**src/sv/ecd_pkg.sv**
```systemverilog
// Package for the epoch-seconds to calendar-date unit.
// Holds division constants, the month-start table and the stage-enable type.
// No dependencies.
package ecd_pkg;

    // Number of register stages in the pipeline.
    localparam int          Stages      = 6;

    // Reciprocals for division by constants. Each one is exact over the operand range it sees.
    localparam logic [31:0] RecipDiv15  = 32'h8888_8889;
    localparam int          ShiftDiv15  = 35;
    localparam logic [31:0] RecipDiv3   = 32'hAAAA_AAAB;
    localparam int          ShiftDiv3   = 33;
    localparam logic [15:0] RecipCycle  = 16'd45934;
    localparam int          ShiftCycle  = 26;

    localparam logic [5:0]  SecsPerMin  = 6'd60;
    localparam logic [4:0]  HoursPerDay = 5'd24;
    localparam logic [10:0] CycleDays   = 11'd1461;
    localparam logic [3:0]  LastMonth   = 4'd11;

    // First day of each month, counted from the start of the four-year cycle.
    localparam logic [10:0] MonthStart [4][12] = '{
        '{11'd0,    11'd31,   11'd59,   11'd90,   11'd120,  11'd151,
          11'd181,  11'd212,  11'd243,  11'd273,  11'd304,  11'd334},
        '{11'd365,  11'd396,  11'd424,  11'd455,  11'd485,  11'd516,
          11'd546,  11'd577,  11'd608,  11'd638,  11'd669,  11'd699},
        '{11'd730,  11'd761,  11'd790,  11'd821,  11'd851,  11'd882,
          11'd912,  11'd943,  11'd974,  11'd1004, 11'd1035, 11'd1065},
        '{11'd1096, 11'd1127, 11'd1155, 11'd1186, 11'd1216, 11'd1247,
          11'd1277, 11'd1308, 11'd1339, 11'd1369, 11'd1400, 11'd1430}
    };

    typedef struct packed {
        logic st1;
        logic st2;
        logic st3;
    } t_stage_en;

endpackage

```
**src/sv/ecd_tod.sv**
```systemverilog
// Time-of-day stages: seconds, minutes and the day count from the epoch seconds.
// Three register stages, each loaded when its enable is high. Uses ecd_pkg.
module ecd_tod (
    input  logic              i_clk,
    input  ecd_pkg::t_stage_en i_en,
    input  logic [31:0]       i_epoch_seconds,
    output logic [5:0]        o_second_of_minute,
    output logic [5:0]        o_minute_of_hour,
    output logic [4:0]        o_hour_low,
    output logic [15:0]       o_days
);
    import ecd_pkg::*;

    logic [26:0] r_s1_q60;
    logic [5:0]  r_s1_t_low;
    logic [5:0]  r_s2_sec;
    logic [5:0]  r_s2_q60_low;
    logic [20:0] r_s2_q3600;
    logic [5:0]  r_s3_sec;
    logic [5:0]  r_s3_min;
    logic [4:0]  r_s3_q3600_low;
    logic [15:0] r_s3_days;

    logic [61:0] n_prod1;
    logic [56:0] n_prod2;
    logic [49:0] n_prod3;
    logic [5:0]  n_sec;
    logic [5:0]  n_min;

    always_comb begin
        n_prod1 = 62'(i_epoch_seconds[31:2]) * 62'(RecipDiv15);
        n_prod2 = 57'(r_s1_q60[26:2]) * 57'(RecipDiv15);
        n_prod3 = 50'(r_s2_q3600[20:3]) * 50'(RecipDiv3);
        n_sec   = r_s1_t_low - 6'(r_s1_q60[5:0] * SecsPerMin);
        n_min   = r_s2_q60_low - 6'(r_s2_q3600[5:0] * SecsPerMin);
    end

    always_ff @(posedge i_clk) begin
        if (i_en.st1) begin
            r_s1_q60   <= n_prod1[61:ShiftDiv15];
            r_s1_t_low <= i_epoch_seconds[5:0];
        end
        if (i_en.st2) begin
            r_s2_sec     <= n_sec;
            r_s2_q60_low <= r_s1_q60[5:0];
            r_s2_q3600   <= n_prod2[55:ShiftDiv15];
        end
        if (i_en.st3) begin
            r_s3_sec       <= r_s2_sec;
            r_s3_min       <= n_min;
            r_s3_q3600_low <= r_s2_q3600[4:0];
            r_s3_days      <= n_prod3[48:ShiftDiv3];
        end
    end

    assign o_second_of_minute = r_s3_sec;
    assign o_minute_of_hour   = r_s3_min;
    assign o_hour_low         = r_s3_q3600_low;
    assign o_days             = r_s3_days;

endmodule

```
**src/sv/ecd_date.sv**
```systemverilog
// Date stages: hour, four-year cycle split, and year/month/day table search.
// Three register stages, the last of which drives the result fields. Uses ecd_pkg.
module ecd_date (
    input  logic              i_clk,
    input  ecd_pkg::t_stage_en i_en,
    input  logic [5:0]        i_second_of_minute,
    input  logic [5:0]        i_minute_of_hour,
    input  logic [4:0]        i_hour_low,
    input  logic [15:0]       i_days,
    output logic [5:0]        o_second_of_minute,
    output logic [5:0]        o_minute_of_hour,
    output logic [4:0]        o_hour_of_day,
    output logic [7:0]        o_years_since_1970,
    output logic [3:0]        o_month_number,
    output logic [4:0]        o_day_of_month
);
    import ecd_pkg::*;

    logic [5:0]  r_s4_sec;
    logic [5:0]  r_s4_min;
    logic [4:0]  r_s4_hr;
    logic [15:0] r_s4_days;
    logic [5:0]  r_s4_cyc;
    logic [5:0]  r_s5_sec;
    logic [5:0]  r_s5_min;
    logic [4:0]  r_s5_hr;
    logic [5:0]  r_s5_cyc;
    logic [10:0] r_s5_d;
    logic [5:0]  r_s6_sec;
    logic [5:0]  r_s6_min;
    logic [4:0]  r_s6_hr;
    logic [7:0]  r_s6_years;
    logic [3:0]  r_s6_month;
    logic [4:0]  r_s6_day;

    logic [31:0] n_prod4;
    logic [10:0] n_d_full;
    logic [1:0]  n_yr;
    logic [3:0]  n_mo;
    logic [10:0] n_start;
    logic [10:0] n_day_off;

    // Low five bits of the hours consumed by whole days.
    function automatic logic [4:0] hours_of_days(input logic [15:0] days);
        hours_of_days = 5'(days[4:0] * HoursPerDay);
    endfunction

    always_comb begin
        n_prod4  = 32'(i_days) * 32'(RecipCycle);
        n_d_full = r_s4_days[10:0] - 11'(r_s4_cyc * CycleDays);

        if (r_s5_d >= MonthStart[3][0]) begin
            n_yr = 2'd3;
        end else if (r_s5_d >= MonthStart[2][0]) begin
            n_yr = 2'd2;
        end else if (r_s5_d >= MonthStart[1][0]) begin
            n_yr = 2'd1;
        end else begin
            n_yr = 2'd0;
        end

        n_mo = 4'd0;
        for (int m = 1; m <= int'(LastMonth); m++) begin
            if (r_s5_d >= MonthStart[n_yr][4'(m)]) begin
                n_mo = 4'(m);
            end
        end

        n_start   = MonthStart[n_yr][n_mo];
        n_day_off = r_s5_d - n_start + 11'd1;
    end

    always_ff @(posedge i_clk) begin
        if (i_en.st1) begin
            r_s4_sec  <= i_second_of_minute;
            r_s4_min  <= i_minute_of_hour;
            r_s4_hr   <= i_hour_low - hours_of_days(i_days);
            r_s4_days <= i_days;
            r_s4_cyc  <= n_prod4[31:ShiftCycle];
        end
        if (i_en.st2) begin
            r_s5_sec <= r_s4_sec;
            r_s5_min <= r_s4_min;
            r_s5_hr  <= r_s4_hr;
            r_s5_cyc <= r_s4_cyc;
            r_s5_d   <= n_d_full;
        end
        if (i_en.st3) begin
            r_s6_sec   <= r_s5_sec;
            r_s6_min   <= r_s5_min;
            r_s6_hr    <= r_s5_hr;
            r_s6_years <= {r_s5_cyc, n_yr};
            r_s6_month <= n_mo + 4'd1;
            r_s6_day   <= n_day_off[4:0];
        end
    end

    assign o_second_of_minute = r_s6_sec;
    assign o_minute_of_hour   = r_s6_min;
    assign o_hour_of_day      = r_s6_hr;
    assign o_years_since_1970 = r_s6_years;
    assign o_month_number     = r_s6_month;
    assign o_day_of_month     = r_s6_day;

endmodule

```
**src/sv/epoch_seconds_to_calendar_date_unit.sv**
```systemverilog
// Converts a 32-bit count of seconds since 1970-01-01 00:00:00 into second, minute, hour,
// years since 1970, month and day of month. The unit is a six-stage pipeline: it accepts
// one item every cycle while the output is not stalled, and its result fields are driven
// from the registers of the last stage. Each stage holds its item until the next stage
// frees, so a stalled output only blocks input once all six stages are full. Every fourth
// year is taken as leap, so dates after February 2100 are one day behind the Gregorian
// calendar. Depends on ecd_pkg, ecd_tod and ecd_date.
module epoch_seconds_to_calendar_date_unit (
    input  logic        i_clk,
    input  logic        i_rst_n,
    input  logic        i_in_valid,
    output logic        o_in_ready,
    input  logic [31:0] i_epoch_seconds,
    output logic        o_out_valid,
    input  logic        i_out_ready,
    output logic [5:0]  o_second_of_minute,
    output logic [5:0]  o_minute_of_hour,
    output logic [4:0]  o_hour_of_day,
    output logic [7:0]  o_years_since_1970,
    output logic [3:0]  o_month_number,
    output logic [4:0]  o_day_of_month
);
    import ecd_pkg::*;

    logic [Stages-1:0] r_vld;
    logic [Stages-1:0] n_vld;
    logic [Stages-1:0] stage_rdy;
    t_stage_en         tod_en;
    t_stage_en         date_en;
    logic [5:0]        tod_sec;
    logic [5:0]        tod_min;
    logic [4:0]        tod_hour_low;
    logic [15:0]       tod_days;

    always_comb begin
        stage_rdy[Stages-1] = !r_vld[Stages-1] || i_out_ready;
        for (int k = Stages - 2; k >= 0; k--) begin
            stage_rdy[k] = !r_vld[k] || stage_rdy[k+1];
        end
        n_vld[0] = stage_rdy[0] ? i_in_valid : r_vld[0];
        for (int k = 1; k < Stages; k++) begin
            n_vld[k] = stage_rdy[k] ? r_vld[k-1] : r_vld[k];
        end
    end

    always_ff @(posedge i_clk) begin
        if (!i_rst_n) begin
            r_vld <= '0;
        end else begin
            r_vld <= n_vld;
        end
    end

    assign tod_en  = '{st1: stage_rdy[0], st2: stage_rdy[1], st3: stage_rdy[2]};
    assign date_en = '{st1: stage_rdy[3], st2: stage_rdy[4], st3: stage_rdy[5]};

    ecd_tod u_tod (
        .i_clk              (i_clk),
        .i_en               (tod_en),
        .i_epoch_seconds    (i_epoch_seconds),
        .o_second_of_minute (tod_sec),
        .o_minute_of_hour   (tod_min),
        .o_hour_low         (tod_hour_low),
        .o_days             (tod_days)
    );

    ecd_date u_date (
        .i_clk              (i_clk),
        .i_en               (date_en),
        .i_second_of_minute (tod_sec),
        .i_minute_of_hour   (tod_min),
        .i_hour_low         (tod_hour_low),
        .i_days             (tod_days),
        .o_second_of_minute (o_second_of_minute),
        .o_minute_of_hour   (o_minute_of_hour),
        .o_hour_of_day      (o_hour_of_day),
        .o_years_since_1970 (o_years_since_1970),
        .o_month_number     (o_month_number),
        .o_day_of_month     (o_day_of_month)
    );

    assign o_in_ready  = stage_rdy[0];
    assign o_out_valid = r_vld[Stages-1];

endmodule
```
**config.mk**
```make
export PLATFORM = sky130hd
export DESIGN_NAME = epoch_seconds_to_calendar_date_unit
export DESIGN_NICKNAME = d
export VERILOG_FILES = /design/src/sv/ecd_pkg.sv /design/src/sv/ecd_tod.sv /design/src/sv/ecd_date.sv /design/src/sv/epoch_seconds_to_calendar_date_unit.sv
export SDC_FILE = /design/constraint.sdc
export NUM_CORES = 2
export LEC_CHECK = 0
export BUFFER_PORTS_ARGS = -buffer_cell sky130_fd_sc_hd__buf_4
export CAP_MARGIN = 20
export CORE_ASPECT_RATIO = 0.9
export CORE_MARGIN = 1
export CORE_UTILIZATION = 41
export CTS_CLUSTER_DIAMETER = 60
export DETAILED_ROUTE_END_ITERATION = 8
export GPL_ROUTABILITY_DRIVEN = 0
export PLACE_DENSITY = 0.53
export SLEW_MARGIN = 30
export SYNTH_ARGS = -nofsm -noshare
export SYNTH_HDL_FRONTEND = slang
export SYNTH_SLANG_ARGS = --single-unit
export TNS_END_PERCENT = 1
```
**constraint.sdc**
```tcl
create_clock -name i_clk -period 19.9 [get_ports i_clk]
set_clock_uncertainty 0.1 [all_clocks]
set_input_delay 0.995 -clock i_clk [delete_from_list [all_inputs] [get_ports i_clk]]
set_output_delay 0.995 -clock i_clk [all_outputs]
set_load 0.03 [all_outputs]
```
# After elaboration in Yosys (flattened, before gate mapping)
# Index checks and enable logic that the tools add are counted.
# W data, S select, Z words.
# totals
ff_bits	207
# op_classes
reduce_logical	12
muxes	16
add_sub_neg	7
n_mul	8
order_cmp	12
bitwise_logic	2
# op_table
op	n
$bmux W132 S2	1
$mux W132	2
$ge A11 B11 Y1	7
$mul A30 B32 Y62 const B	1
$mul A25 B32 Y56 const B	1
$mul A18 B32 Y49 const B	1
$bmux W11 S4	1
$mul A16 B15 Y31 const B	1
$mul A6 B4 Y4 const B	2
$mux W3	4
$sub A6 B6 Y6	2
$ge A11 B10 Y1 const B	1
$ge A11 B11 Y1 const B	1
$ge A11 B9 Y1 const B	1
$mul A6 B11 Y11 const B	1
$sub A11 B11 Y11	1
$mux W5	2
$sub A5 B5 Y5	2
$mux W2	4
$logic_not A1 Y1	6
$logic_or A1 B1 Y1	6
$add A5 B1 Y5 const B	1
$ge A5 B5 Y1 const B	1
$mul A5 B2 Y2 const B	1
other kinds (5)	6

# Depth between registers and ports, before layout
# depth
depth_word	22
ltp_mapped	29
depth_no_buf	28

# Modules after synthesis
# Synthesis repeated with hierarchy kept, for this count alone.
# unflattened
cells_unflattened	3004
hier_area_um2	32386.1
# modules_own_cells
module	seq_area_each_um2	cells_per_inst	n_inst	area_per_inst_um2
ecd_tod	2972.9	2099	1	21762.1
ecd_date	3062.9	877	1	10372.4
epoch_seconds_to_calendar_date_unit	120.1	28	1	251.5

# Worst setup path after synthesis
# No wires, ideal clock.
# synth_timing
path_kind	input to register
start	input port i_epoch_seconds[27]
end	register u_tod.r_s1_q60[21] (data pin)
setup_slack_ns	13.048
path_stages	22
t_required_ns	19.540
arrival_ns	6.492
n_path_buf	0
setup_ns	0.260
cell_sequence	ha_1 > fa_1 > fa_1 > fa_1 > inv_1 > fa_1 > inv_1 > fa_1 > ha_1 > ha_1 > nand2_1 > nor2_1 > nand2_1 > a211o_1 > a311o_1 > a21oi_2 > o41ai_2 > o21ai_2 > o21ai_4 > o31ai_4 > a21boi_0 > xnor2_1
# synth_between
elab_chain_cells	1
# synth_lines
item	line	rtl
from (decl)	epoch_seconds_to_calendar_date_unit.sv:13	input logic [31:0] i_epoch_seconds,
$mul A30 B32 Y62	ecd_tod.sv:31	n_prod1 = 62'(i_epoch_seconds[31:2]) * 62'(RecipDiv15);
named net u_tod.n_prod1[56]	ecd_tod.sv:24	logic [61:0] n_prod1;
to (signal assigned)	ecd_tod.sv:40	r_s1_q60 <= n_prod1[61:ShiftDiv15];
to (decl)	ecd_tod.sv:14	logic [26:0] r_s1_q60;
# The timed path passes the listed nets, and every way through them passes these cells.
# A chain may end at the register's enable or synchronous reset.

# Worst setup path after layout
# layout_timing
start	register u_tod.r_s2_q3600[8]
end	register u_tod.r_s3_days[14] (netlist: u_tod.o_days[14]) (data pin)
# layout_between
elab_chain_cells	1
# layout_lines
item	line	rtl
from (decl)	ecd_tod.sv:18	logic [20:0] r_s2_q3600;
from (signal assigned)	ecd_tod.sv:46	r_s2_q3600 <= n_prod2[55:ShiftDiv15];
$mul A18 B32 Y49	ecd_tod.sv:33	n_prod3 = 50'(r_s2_q3600[20:3]) * 50'(RecipDiv3);
named net u_tod.n_prod3[47]	ecd_tod.sv:26	logic [49:0] n_prod3;
to (signal assigned)	ecd_tod.sv:52	r_s3_days <= n_prod3[48:ShiftDiv3];
to (decl)	ecd_tod.sv:22	logic [15:0] r_s3_days;
# The timed path passes the listed nets, and every way through them passes these cells.

==> impl_metrics.env <==
export IMPL_async_flop_share=0
export IMPL_postSynthCellCount=2756
export IMPL_hpwl_mm=57.6
export IMPL_layout_drive_gt1_share=0.0507
export IMPL_grt_usage=0.176
export IMPL_ys_ff_latch=207
export IMPL_synthAdderAreaFrac=0.577
export IMPL_syn_num_nets=3975
export IMPL_tns_ns=0
export IMPL_cts_setup_buffers=0
export IMPL_syn_mean_instance_area_sq_um=11.3
export IMPL_required_ns=20.13
export IMPL_path_max_fanout=3
export IMPL_multiInputGateArea_sq_mm=0.0225
export IMPL_yosys_area_top_type_share=0.306
export IMPL_yosysWarningCount=0
export IMPL_dieHeight_microns=263
export IMPL_port_buffers=71
export IMPL_regArea_sq_mm=0.00616
export IMPL_grt_antenna_before_repair=1
export IMPL_min_period_over_period=0.362
export IMPL_overflow=0
export IMPL_drt_iter0_markers=771
export IMPL_postCtsHoldBufs=0
export IMPL_synth_cell_types=69
export IMPL_cts_sinks=207
export IMPL_maxCapViolations=0
export IMPL_seq_area_frac_synth=0.198
export IMPL_cts_buffers=28
export IMPL_nets=4078
export IMPL_diodes=0
export IMPL_synth_top_family_by_area="adder cells"
export IMPL_mostFrequentLayoutCells="762 x ha_1, 647 x inv_1, 421 x fa_1"
export IMPL_grt_pass1_vias=20675
export IMPL_dieArea_sq_mm=0.0770
export IMPL_drt_wirelength_per_cell_microns=16.9
export IMPL_clock_latency_ns=0.58
export IMPL_grt_pass1_wl_mm=109
export IMPL_cts_tree="done"
export IMPL_timing_rr_start="u_tod.r_s2_q3600[8]"
export IMPL_synth_area_mux_share=0.000322
export IMPL_wl_mm=65.2
export IMPL_worst_pin_slew_ns=0.701
export IMPL_rsz0062_at_grt="no"
export IMPL_hp_start="u_tod.o_second_of_minute[3]"
export IMPL_synth_xor_area_share=0.0301
export IMPL_drtPass1Iterations=4
export IMPL_finalHoldViolCount=0
export IMPL_area_growth_syn_to_layout_pct=8.85
export IMPL_status="finished, final reports clean"
export IMPL_critical_path_arrival_ns=7.44
export IMPL_final_common_cell="ha_1"
export IMPL_antenna_left=0
export IMPL_startpoint="u_tod.r_s2_q3600[8]"
export IMPL_yosys_area_share_simple=0.0398
export IMPL_dp_cells=3799
export IMPL_fin_cells=3851
export IMPL_cts_clk_slew_worst_paths_ns=0.06
export IMPL_netlist_top_cells_area="ha_1 31%, fa_1 27%, edfxtp_1 19%, inv_1 7.8%, xnor2_1 2.3%"
export IMPL_die_w_microns=292
export IMPL_initial_core_util=0.416
export IMPL_path_class="register to register"
export IMPL_htreeDepth=1
export IMPL_maxSlewViolCount=0
export IMPL_ioPinCount=72
export IMPL_netlist_area_sq_mm=0.0311
export IMPL_synth_ff_type="edfxtp_1"
export IMPL_max_freq_mhz=139
export IMPL_drc=0
export IMPL_vias=19315
export IMPL_yosysTopAreaCell="ha_1"
export IMPL_viasPerCell=5.02
export IMPL_clk_path_buf_depth=3
export IMPL_cts_resized=0
export IMPL_cp_start_kind="register"
export IMPL_hold_path_class="register to register"
export IMPL_core_area_sq_mm=0.0749
export IMPL_crit_path_end_kind="register"
export IMPL_max_slew_margin=0.521
export IMPL_grt_start_max_net_pins=36
export IMPL_rrSetupSlack_ns=12.69
export IMPL_synth_edf_count=201
export IMPL_rows=95
export IMPL_fin_crit_ns=7.21
export IMPL_nFillCells=6954
export IMPL_synth_compound_area_frac=0.0761
export IMPL_setup_viol=0
export IMPL_cts_root_buf="clkbuf_16"
export IMPL_finish_utilization=0.452
## metrics by stage
stage / setup slack [ns] / cell area (sq um) / hold WS (ns)
2_1_floorplan: 13.05 / 31100 / 0.300
3_3_place_gp: 12.44 / 32900 / 0.301
3_5_place_dp: 12.33 / 32900 / 0.305
4_1_cts: 12.77 / 33900 / 0.307
5_1_grt: 12.24 / 33900 / 0.316
6_report: 12.69 / 33900 / 0.316
## final cells by class
| cell class | count | share of cell area |
|---|---|---|
| Clock buffer | 30 | 0.0209 |
| Multi-Input combinational cell | 1896 | 0.665 |
| Timing Repair Buffer | 79 | 0.0175 |
| Inverter | 647 | 0.0717 |
| Clock inverter | 22 | 0.00757 |
| Tap cell | 970 | 0.0358 |
| Sequential cell | 207 | 0.182 |
## routing by layer
metal | global-route usage | routed length [microns] | up-vias
met5 | 0 | 0 | -
met4 | 0.0296 | 1050 | 0
met3 | 0.0245 | 2290 | 61
met2 | 0.277 | 29100 | 219
met1 | 0.259 | 32800 | 9617
li1 | - | - | 9418
## worst max-delay path, stage by stage, from the launching register on
cell	delay, ns
edfxtp_1	0.47
ha_1	0.38
fa_1	0.59
inv_1	0.11
fa_1	0.56
inv_1	0.14
fa_1	0.55
inv_1	0.06
fa_1	0.53
inv_1	0.05
fa_1	0.48
ha_1	0.31
nand2_1	0.05
a21oi_1	0.19
nand4_1	0.14
o21ai_0	0.58
nand3b_1	0.18
a21boi_0	0.34
o2bb2ai_1	0.20
o221ai_1	0.23
o21ai_0	0.36
o21a_1	0.18
nor2_1	0.05
xnor2_1	0.12
## cells in the mapped netlist (4+ instances only)
library cell	count
a2111oi_0	5
a211oi_1	8
a21boi_0	4
a21o_1	57
a21oi_1	111
a221oi_1	4
a31oi_1	8
and2_1	6
and3_1	7
buf_2	4
dfxtp_1	6
edfxtp_1	201
fa_1	421
ha_1	762
inv_1	647
nand2_1	50
nand2b_1	20
nand3_1	21
nand4_1	18
nor2_1	62
nor2b_1	23
nor3_1	21
o211ai_1	10
o21a_1	28
o21ai_0	62
o21bai_1	16
or2_2	4
or3_1	7
xnor2_1	81
xor2_1	26
## state kept, by name, indices dropped and copies added (netlist names), 8 cells and up
| register | flops |
|---|---|
| u_date.r_s5_d | 11 |
| u_date.r_s4_days | 11 |
| u_tod.o_days | 16 |
| u_date.o_years_since_1970 | 8 |
| u_tod.r_s1_q60 | 27 |
| u_tod.r_s2_q3600 | 21 |
## final timing paths
| path | endpoint | cells after the start |
|---|---|---|
| max | u_tod.o_days[14] | 23 |
| min | u_date.r_s4_sec[3] | 0 |
| max reg2reg | u_tod.o_days[14] | 23 |
| min reg2reg | u_date.r_s4_sec[3] | 0 |
## kinds of logic after synthesis
logic type	count (synthesis)
AO/OA/AOI/OAI	357
XOR/XNOR	107
adder cells (fa/ha/maj)	1183
buffers and inverters	653
flip-flops	207
multiplexers	1
AND/OR/NAND/NOR	248
Power is not shown: default switching activity piles up to over one toggle a cycle in this logic, so the estimate is an artifact.
